### config.mk
export PLATFORM = sky130hd
export DESIGN_NAME = epoch_seconds_to_date
export DESIGN_NICKNAME = d
export VERILOG_FILES = /design/src/hdl/ep2d_pkg.sv /design/src/hdl/epoch_seconds_to_date.sv /design/src/hdl/ep2d_dp.sv /design/src/hdl/ep2d_ctrl.sv
export SDC_FILE = /design/constraint.sdc
export NUM_CORES = 1
export LEC_CHECK = 0
export BUFFER_PORTS_ARGS = -buffer_cell sky130_fd_sc_hd__buf_2
export CAP_MARGIN = 40
export CORE_MARGIN = 4
export CORE_UTILIZATION = 35
export CTS_BUF_LIST = sky130_fd_sc_hd__clkbuf_8
export DETAILED_ROUTE_END_ITERATION = 8
export PLACE_DENSITY = 0.57
export REMOVE_ABC_BUFFERS = 1
export SETUP_SLACK_MARGIN = 0.5
export SYNTH_ARGS = -nofsm -noshare
export SYNTH_HDL_FRONTEND = slang
export SYNTH_HIERARCHICAL = 1
export SYNTH_SLANG_ARGS = --single-unit
### constraint.sdc
create_clock -name clk -period 7.6 [get_ports clk]
set_input_delay 0.76 -clock clk [delete_from_list [all_inputs] [get_ports clk]]
set_output_delay 0.76 -clock clk [all_outputs]
set_load 0.005 [all_outputs]
### src/hdl/ep2d_pkg.sv
// Shared types, constants and the month-length table for the epoch-to-date converter.
// No dependencies; imported by every module of the block.
`default_nettype none

package ep2d_pkg;

	localparam int EpochWidth = 32;
	localparam int YearWidth  = 12;
	localparam int MonthWidth = 4;
	localparam int DayWidth   = 5;
	localparam int DayBitIdxW = 3;

	localparam logic [EpochWidth-1:0] SecsPerDay     = 32'd86400;
	localparam logic [EpochWidth-1:0] SecsLeapYear   = 32'd31622400;
	localparam logic [EpochWidth-1:0] SecsCommonYear = 32'd31536000;

	localparam logic [YearWidth-1:0]  FirstYear     = 12'd1970;
	localparam logic [YearWidth-1:0]  LastYear      = 12'd4095;
	localparam logic [1:0]            FirstMod4     = 2'd2;
	localparam logic [6:0]            FirstMod100   = 7'd70;
	localparam logic [8:0]            FirstMod400   = 9'd370;
	localparam logic [6:0]            LastMod100    = 7'd99;
	localparam logic [8:0]            LastMod400    = 9'd399;
	localparam logic [MonthWidth-1:0] LastMonthIdx  = 4'd11;
	localparam logic [MonthWidth-1:0] FebIdx        = 4'd1;
	localparam logic [DayBitIdxW-1:0] TopDayBit     = 3'd4;

	// Commands from the controller to the datapath.
	typedef struct packed {
		logic load;
		logic step_year;
		logic step_month;
		logic step_day;
	} dp_cmd_t;

	// Status from the datapath to the controller.
	typedef struct packed {
		logic year_last;
		logic month_last;
		logic day_last;
	} dp_sts_t;

	// Length in seconds of the month with zero-based index m.
	function automatic logic [EpochWidth-1:0] month_secs(input logic [MonthWidth-1:0] m,
			input logic leap);
		logic [4:0] days;
		days = 5'd31;
		unique case (m)
			FebIdx:  days = leap ? 5'd29 : 5'd28;
			4'd3,
			4'd5,
			4'd8,
			4'd10:   days = 5'd30;
			default: days = 5'd31;
		endcase
		return 32'(days) * SecsPerDay;
	endfunction

endpackage

`default_nettype wire

### src/hdl/epoch_seconds_to_date.sv
// Top level of the epoch-to-date converter: controller plus datapath.
// Depends on ep2d_pkg, ep2d_ctrl and ep2d_dp.
//
// Usage: drive epoch_seconds and raise start while busy is low; the item is
// taken at that clock edge and busy rises on the next cycle. The block then
// strips whole years from the count one per cycle, whole months one per cycle,
// and finds the day number as a five-bit quotient by 86400, one bit per cycle.
// When the date is ready, done is high for exactly one cycle and year, month
// and day_of_month hold the result from that cycle on until the next item is loaded. The receiver cannot
// stall the block, so the result must be captured in that cycle.
// The controller passes through the year loop, the month loop, the day bits
// and a done state; busy falls with the end of the done cycle and a new item
// may be accepted in the next one. The year loop, one subtraction of a year
// length per cycle, sets the worst-case conversion time.
// Only one item is in flight at a time. Reset returns the controller to idle
// at once; the datapath registers need no reset and are loaded with each item.
`default_nettype none

module epoch_seconds_to_date import ep2d_pkg::*; (
	input  wire logic                  clk,
	input  wire logic                  arst_n,
	input  wire logic                  start,
	input  wire logic [EpochWidth-1:0] epoch_seconds,
	output logic                       busy,
	output logic                       done,
	output logic [YearWidth-1:0]       year,
	output logic [MonthWidth-1:0]      month,
	output logic [DayWidth-1:0]        day_of_month
);

	// Command and status bundles between the two halves.
	dp_cmd_t cmd;
	dp_sts_t sts;

	// The controller sequences load, year steps, month steps and day bits.
	ep2d_ctrl u_ctrl (
		.clk    (clk),
		.arst_n (arst_n),
		.start  (start),
		.sts    (sts),
		.cmd    (cmd),
		.busy   (busy),
		.done   (done)
	);

	// The datapath holds the remaining seconds and the partial date.
	ep2d_dp u_dp (
		.clk           (clk),
		.epoch_seconds (epoch_seconds),
		.cmd           (cmd),
		.sts           (sts),
		.year          (year),
		.month         (month),
		.day_of_month  (day_of_month)
	);

endmodule

`default_nettype wire

### src/hdl/ep2d_dp.sv
// Datapath of the epoch-to-date converter: remainder, year, month and day registers.
// Depends on ep2d_pkg.
`default_nettype none

module ep2d_dp import ep2d_pkg::*; (
	input  wire logic                  clk,
	input  wire logic [EpochWidth-1:0] epoch_seconds,
	input  wire dp_cmd_t               cmd,
	output dp_sts_t                    sts,
	output logic [YearWidth-1:0]       year,
	output logic [MonthWidth-1:0]      month,
	output logic [DayWidth-1:0]        day_of_month
);

	logic [EpochWidth-1:0] rem_q;
	logic [YearWidth-1:0]  year_q;
	logic [1:0]            mod4_q;
	logic [6:0]            mod100_q;
	logic [8:0]            mod400_q;
	logic [MonthWidth-1:0] month_q;
	logic [DayWidth-1:0]   day_q;
	logic [DayBitIdxW-1:0] dbit_q;

	logic                  leap;
	logic [EpochWidth-1:0] ylen;
	logic [EpochWidth-1:0] mlen;
	logic [EpochWidth-1:0] dchunk;
	logic                  dfit;

	// Leap rule from the running residues of the year.
	assign leap   = (mod4_q == 2'd0) && ((mod100_q != 7'd0) || (mod400_q == 9'd0));
	assign ylen   = leap ? SecsLeapYear : SecsCommonYear;
	assign mlen   = month_secs(month_q, leap);
	assign dchunk = SecsPerDay << dbit_q;
	assign dfit   = rem_q >= dchunk;

	assign sts.year_last  = (rem_q < ylen) || (year_q == LastYear);
	assign sts.month_last = (rem_q < mlen) || (month_q == LastMonthIdx);
	assign sts.day_last   = (dbit_q == '0);

	always_ff @(posedge clk) begin
		if (cmd.load) begin
			rem_q    <= epoch_seconds;
			year_q   <= FirstYear;
			mod4_q   <= FirstMod4;
			mod100_q <= FirstMod100;
			mod400_q <= FirstMod400;
			month_q  <= '0;
			day_q    <= '0;
			dbit_q   <= TopDayBit;
		end else if (cmd.step_year) begin
			rem_q    <= rem_q - ylen;
			year_q   <= year_q + 12'd1;
			mod4_q   <= mod4_q + 2'd1;
			mod100_q <= (mod100_q == LastMod100) ? 7'd0 : mod100_q + 7'd1;
			mod400_q <= (mod400_q == LastMod400) ? 9'd0 : mod400_q + 9'd1;
		end else if (cmd.step_month) begin
			rem_q   <= rem_q - mlen;
			month_q <= month_q + 4'd1;
		end else if (cmd.step_day) begin
			// One quotient bit of the day count per cycle, most significant first.
			if (dfit) begin
				rem_q <= rem_q - dchunk;
			end
			day_q[dbit_q] <= dfit;
			dbit_q        <= dbit_q - 3'd1;
		end
	end

	assign year         = year_q;
	assign month        = month_q + 4'd1;
	assign day_of_month = day_q + 5'd1;

endmodule

`default_nettype wire

### src/hdl/ep2d_ctrl.sv
// Controller state machine of the epoch-to-date converter.
// Depends on ep2d_pkg.
`default_nettype none

module ep2d_ctrl import ep2d_pkg::*; (
	input  wire logic    clk,
	input  wire logic    arst_n,
	input  wire logic    start,
	input  wire dp_sts_t sts,
	output dp_cmd_t      cmd,
	output logic         busy,
	output logic         done
);

	typedef enum logic [4:0] {
		ST_IDLE  = 5'b00001,
		ST_YEAR  = 5'b00010,
		ST_MONTH = 5'b00100,
		ST_DAY   = 5'b01000,
		ST_DONE  = 5'b10000
	} state_t;

	state_t state_q;
	state_t state_d;

	always_comb begin
		state_d = state_q;
		cmd     = '0;
		unique case (state_q)
			ST_IDLE: begin
				if (start) begin
					cmd.load = 1'b1;
					state_d  = ST_YEAR;
				end
			end
			ST_YEAR: begin
				if (sts.year_last) begin
					state_d = ST_MONTH;
				end else begin
					cmd.step_year = 1'b1;
				end
			end
			ST_MONTH: begin
				if (sts.month_last) begin
					state_d = ST_DAY;
				end else begin
					cmd.step_month = 1'b1;
				end
			end
			ST_DAY: begin
				cmd.step_day = 1'b1;
				if (sts.day_last) begin
					state_d = ST_DONE;
				end
			end
			ST_DONE: begin
				state_d = ST_IDLE;
			end
			default: begin
				state_d = ST_IDLE;
			end
		endcase
	end

	always_ff @(posedge clk or negedge arst_n) begin
		if (!arst_n) begin
			state_q <= ST_IDLE;
		end else begin
			state_q <= state_d;
		end
	end

	assign busy = (state_q != ST_IDLE);
	assign done = (state_q == ST_DONE);

endmodule

`default_nettype wire

==> metrics.txt, run 1 <==
largest net degree at the start of global routing=53; Slew Limit Fails=0; FF-to-FF Start=u_dp/mod100_q[1]; antenna viol nets, final=0; fillers=1883; Post-Syn Instances=811; cell count after placement=1062; Min-Delay Path Class=in -> async; CP max stage delay=0.38 ns; antenna violations before repair=1; ANT cells=0; CP arrival=5.97 ns; Clock Tree Buf Depth=2; Initial DRC Count=465; relative slew slack=about 42%; reg2reg end=u_dp/rem_q[27]; Worst-path clk slew=0.08 ns; Layout Skew=0.0127 ns; core footprint=18100 um^2; Final Power=between 0.002 and 0.003 W; HPWL after DPL=13800 um; minimum clock period=between 5 and 6 ns; CTS tree=yes; Setup WS post-layout=approximately 1.7 ns; register area share after synthesis=26.6%; Sequential Area=1720 um^2; Async SR Flop Fraction=between 6 and 7%; Final setup viols=0; area of the multi-input gates=4440 um^2; row cnt=49; critical path's top delay family=compound AO/OA/AOI/OAI gates; Mean Syn Cell Area=between 7 and 8 um^2; status=finished clean; grt total ovfl=0; fin cells=1078; Critical Path RT=around 7.7 ns; later-pin clock latency in the skew report=0.37 ns; CP max FO=14; Die H=144 um; final period utilization=between 70 and 80%; Die ar.=20700 um^2; PD cells=approximately 400 nW/um^2; total wire length=roughly 18000 um; vias in the first global route=5645; setup bufs post-CTS=0; FMAX=between 0.15 and 0.2 GHz; drt drc=0; dpl ws=1.79 ns; Port Buf Inserts=50; VDD IR max=0.155 mV; Primary FF master, synth=dfxtp_1; CP Class=reg -> reg; Post-CTS Hold Buffers=0; leak pwr=2.85 nW; global placement routability congestion=0.902; Reg2Reg Setup Slack=between 1.5 and 2 ns; via density per instance=5.53; CP Launch Type=register; vias=slightly below 6000; worst slew pin tran=0.861 ns; total track usage=approximately 18%; Critical-path top delay cell=o21ai_0; CTS sink cnt=72; post-CTS sizing=0; drt pass-1 iters=5; Worst Path Buf+Inv=4; Yosys reg bits=72; WL/cell=approximately 17 um; Layout area overhead=10.9%; final instance area=7170 um^2; Synth Cell Area=roughly 6500 um^2; setup TNS=0 ns; share of cells above drive strength 1=11.7%; crit end category=register; Synth Warn #=6; DP Area=6930 um^2; Max H-tree Level=3; R2R cell count=25; nets@finish=940; first-pass GRT wire length=29500 um; Die Wd=144 um; TritonCTS Buffers=9; Initial Utilization=35.7%; Distinct cells, synth=between 80 and 90; Clock Tree Root=clkbuf_8; Fin. Hold Viols=0; EDFF count, synth=25; RSZ-0062 raised after global routing=false; # IOs=between 50 and 60; max-cap viol count=0
==> per-stage QoR <==
stage          hold slack (ns)  utilization (%)
6_report                 0.188             39.6
5_1_grt                  0.163             39.6
4_1_cts                  0.167             39.6
3_5_place_dp             0.484             38.3
3_3_place_gp             0.472             38.2
2_1_floorplan            0.459                -
==> flip-flops by register name (all words and copies together), names as in the netlist <==
name            cells
u_dp/rem_q         25
u_dp/year          12
u_dp/mod400_q       9
u_dp/mod100_q       7
u_ctrl/state_q      5
u_dp/day_q          5
u_dp/month_q        4
u_dp/dbit_q         3
u_dp/mod4_q         2
==> final cells by class <==
class | instances | share of cell area [%]
multi-input cells | 660 | 61.9
flip-flops and latches | 72 | 24.0
repair buffers | 62 | 4.84
well taps | 229 | 4.00
inverters | 39 | 2.04
clock buffers | 9 | 1.73
clock inverters | 7 | 1.54
==> per-layer routing <==
layer  vias up  global-route usage, %  part of all wire, %
met5         -                      0                0.049
met4         2                   4.81                  2.0
met3        27                   3.53                  4.4
met2       133                   28.5                   45
met1      2794                   25.2                   49
li1       3004                      -                    -
==> how the worst max path moves through the flow <==
stage	startpoint	to	slack, ns	cells after the start
CTS	u_dp/mod100_q[0]	u_dp/rem_q[27]	1.78	25
global route	u_dp/mod100_q[1]	u_dp/rem_q[27]	1.26	25
detailed placement	u_dp/mod100_q[1]	u_dp/rem_q[27]	1.79	25
floorplan	u_dp/mod100_q[0]	u_dp/rem_q[27]	0.15	21
global placement	u_dp/mod100_q[0]	u_dp/mod400_q[8]	1.76	22
finish	u_dp/mod100_q[1]	u_dp/rem_q[27]	1.75	25
==> worst reg2reg max path: stages, from the launching register on <==
cell and delay [ns]:
dfxtp_1 0.33, inv_1 0.08, ha_1 0.15, nor4b_1 0.23, nand3_1 0.12, nand2_1 0.30
nor2_1 0.08, o32a_1 0.27, ha_1 0.34, inv_1 0.14, ha_1 0.24, nor2b_1 0.14
o31a_1 0.29, o311a_1 0.36, o211ai_1 0.30, nand2_1 0.08, o21ai_0 0.38, nor4b_4 0.09
buf_4 0.21, inv_1 0.26, nand2_1 0.29, o41ai_1 0.38, a31oi_1 0.09, nand3_1 0.12
xnor2_1 0.07, mux2_2 0.25
==> logic make-up (layout without fill, tap and decap cells) <==
family / after synthesis / count (layout) / share of synthesized area [%]
AOI/OAI and AO/OA: 213 / 213 / 22.3
xor gates and xnor gates: 67 / 67 / 9.08
adders and majority gates: 61 / 61 / 11.9
buffers and inverters: 79 / 117 / 4.95
DFF: 72 / 72 / 26.6
muxes: 8 / 8 / 1.30
other: 1 / 1 / 0.0580
and+or+nand+nor: 310 / 310 / 23.8
==> layout by cell type, fill, tap and decap left out, types with 11 or more instances in the layout <==
cell type / count
nor3_1: 18
inv_1: 40
dfxtp_1: 42
o211ai_1: 11
nor2_1: 79
a21oi_1: 50
ha_1: 60
nand2_1: 88
buf_2: 50
nand4_1: 13
xor2_1: 31
and2_1: 13
nand3_1: 26
edfxtp_1: 25
or3_1: 17
xnor2_1: 36
a21o_1: 11
o21ai_0: 42
a211oi_1: 13
==> power breakdown <==
group | switching, W | internal (W) | total, W
sequential | 0.000174 | 0.000567 | 0.000741
combinational | 0.000984 | 0.000734 | 0.00172
clock | 0.000159 | 0.000216 | 0.000375
==> cells in the mapped netlist, types with 4 or more instances <==
cell | n | area (um^2)
dfrtp_1 | 4 | 100
a211oi_1 | 13 | 97.6
a2bb2oi_1 | 5 | 43.8
inv_1 | 39 | 146
o211ai_1 | 11 | 82.6
and3_1 | 10 | 62.6
a21oi_1 | 50 | 250
nand4_1 | 13 | 81.3
a311oi_1 | 4 | 35.0
nor2_1 | 79 | 297
mux2i_1 | 5 | 50.1
xnor2_1 | 36 | 315
clkbuf_1 | 32 | 120
o21bai_1 | 4 | 30.0
and2_1 | 13 | 81.3
o21ai_1 | 8 | 40.0
ha_1 | 60 | 751
a21o_1 | 11 | 82.6
nand2_1 | 88 | 330
dfxtp_1 | 42 | 841
nand3b_1 | 5 | 37.5
nor3_1 | 20 | 100
xor2_1 | 31 | 272
edfxtp_1 | 25 | 751
nor2b_1 | 7 | 43.8
o41ai_1 | 4 | 35.0
a221oi_1 | 4 | 35.0
or3_1 | 17 | 106
nor4_1 | 7 | 43.8
nand3_1 | 26 | 130
o21a_1 | 8 | 60.1
a31oi_1 | 9 | 56.3
o21ai_0 | 42 | 210
a211o_1 | 6 | 52.6
(Power assumes the default switching activity.)
==> run 2, diff against run 1 <==
- PLACE_DENSITY: 0.57 -> 0.59
- clock period: 7.6 -> 5.2 ns (I/O delays scaled with it)
==> run 2 against run 1 <==
Net effect: final area rose by 8.9%; sequential power is 48% higher; critical endpoint is now u_dp/rem_q[30]; critical path type unchanged; via count grew 5.7%; clock power grew 17%; sequential cell count is the same; first-iteration DRC count grew 29%.
==> metrics.txt, run 2 (synthesized netlist as in run 1, its figures left out) <==
total track usage=18.0% (-0.031 points); Largest register FFs=25 (unchanged); setup TNS=0 ns (unchanged); Initial DRC Count=599 (+29%); later-pin clock latency in the skew report=0.38 ns (about the same); Worst-path clk slew=0.10 ns (+0.02 ns); share of cells above drive strength 1=21.7% (+10 points); CP arrival=4.81 ns (-1.16 ns); switching share of power=48.1% (+1.6 points); Clock Tree Root=clkbuf_8; Psw=0.00207 W (+57%); met2 WL post-DR=8520 um (+4.2%); crit path from=u_dp/mod100_q[1]; crit end category=register; Max H-tree Level=3 (unchanged); wire length on met3=1160 um (+44%); WL/cell=17.0 um (-0.37%); VDD IR max=0.230 mV (+48%); HPWL after DPL=14100 um (+2.1%); FF-to-FF Start=u_dp/mod100_q[1]; antenna violations before repair=1 (unchanged); final core utilization=43.2% (+3.5 points); fin cells=1120 (+3.9%); top sig layer=met5; leak pwr=3.10 nW (+8.5%); final instance area=7810 um^2 (+8.9%); Top reg by flops=u_dp/rem_q; drt drc=0 (unchanged); worst slew pin tran=0.584 ns (-0.277 ns); Fin. Hold Viols=0 (unchanged); # IOs=58 (unchanged); CTS tree=yes; relative slew slack=60.8% (+18 points); Die H=144 um (unchanged); Comb pwr share=64.3% (+3.7 points); final period utilization=89.9% (+13 points); Port Buf Inserts=50 (unchanged); largest net degree at the start of global routing=36 (-32%); Slew Limit Fails=0 (unchanged); Critical-path top delay cell=dfxtp_2; via density per instance=5.62 (+1.7%); Clock Power Share=10.2% (-3.0 points); Pint=0.00223 W (+47%); Die ar.=20700 um^2 (unchanged); core footprint=18100 um^2 (unchanged); CTS sink cnt=72 (unchanged); RSZ-0062 raised after global routing=true; CP max stage delay=0.33 ns (-0.05 ns); worst hold start=epoch_seconds[18]; nets@finish=982 (+4.5%); Final setup viols=0 (unchanged); vias in the first global route=5569 (-1.3%); total wire length=19000 um (+3.5%); first-pass GRT wire length=29500 um (about the same); TritonCTS Buffers=9 (unchanged); worst hold slack=0.410 ns (+0.222 ns); CP max FO=5 (-9); row cnt=49 (unchanged); Die Wd=144 um (unchanged); max-cap viol count=0 (unchanged); CP Launch Type=register; drt pass-1 iters=5 (unchanged); global placement routability congestion=0.950 (+5.3%); commonest non-fill, non-tap cells in the layout=nand2_1, nor2_1, ha_1; minimum clock period=4.67 ns (-1.18 ns); PD cells=550 nW/um^2 (+39%); grt total ovfl=0 (unchanged); status=finished clean; WL met1=9070 um (+0.73%); Min-Delay Path Class=in -> reg; Initial Utilization=35.7% (unchanged); FMAX=0.214 GHz (+25%); cell count after placement=1083 (+2.0%); commonest non-fill, non-tap cell in the layout=nand2_1; Clock Tree Buf Depth=2 (unchanged); CP Class=reg -> reg; antenna viol nets, final=0 (unchanged); Layout Skew=0.0149 ns (+0.00223 ns); sequential power share=25.5% (-0.7 points); Layout area overhead=20.8%; ANT cells=0 (unchanged); DP Area=7090 um^2 (+2.2%); vias=6299 (+5.7%); Critical Path RT=5.34 ns (-2.38 ns)
run 2: critical path, delay by kind of cell (launching register included):
family	cells	cell delay [ns]
AO/OA/AOI/OAI	7	1.62
adder cells (fa/ha/maj)	3	0.65
buffers and inverters	5	0.54
flip-flops	1	0.33
AND/OR/NAND/NOR	11	1.27
run 2: per-stage QoR:
stage	power [W]	setup WS (ns)
after floorplan	0.00293	-2.25
after global placement	0.00360	0.169
after detailed placement	0.00361	0.144
after CTS	0.00412	0.521
after global routing	0.00466	0.312
final	0.00430	0.527
run 2: worst paths after layout:
kind,cells past startpoint,slack (ns),to
worst max-delay path,26,0.53,u_dp/rem_q[30]
worst min-delay path,3,0.41,u_dp/rem_q[18]
worst max register to register,26,0.53,u_dp/rem_q[30]
worst min register to register,2,0.49,u_dp/mod4_q[1]
max in group asynchronous,2,4.50,u_ctrl/state_q[0]
min in group asynchronous,2,0.48,u_ctrl/state_q[1]
run 2: final cells by class:
cell class | count | area (um^2)
multi-input combinational | 660 | 4720
clock inverter | 7 | 60.1
tap | 229 | 287
sequential | 72 | 1730
inverter | 39 | 149
timing repair buffer | 104 | 731
fill | 1818 | 10300
clock buffer | 9 | 124
run 2: power groups by stage:
stage / Combinational [W] / Sequential [W] / Clock (W)
floorplan: 0.00192 / 0.00100 / 0
global placement: 0.00251 / 0.00109 / 0
detailed placement: 0.00252 / 0.00109 / 0
CTS: 0.00259 / 0.00108 / 0.000456
global route: 0.00307 / 0.00111 / 0.000478
finish: 0.00276 / 0.00110 / 0.000437
run 2: timing repair:
| item | CTS | global route |
|---|---|---|
| buffers inserted | 3 | 16 |
| gates cloned | 0 | 1 |
| hold buffers | 1 | 0 |
| hold endpoints to repair | 4 | 0 |
| setup endpoints to repair | 60 | 59 |
| resized for setup | 21 | 63 |
| pin swaps | 11 | 28 |
run 2: per-layer routing:
metal / global-route usage (%) / vias to the layer above
li1: - / 3099
met1: 26.2 / 2986
met2: 27.3 / 195
met3: 3.33 / 17
met4: 4.81 / 2
met5: 0 / -
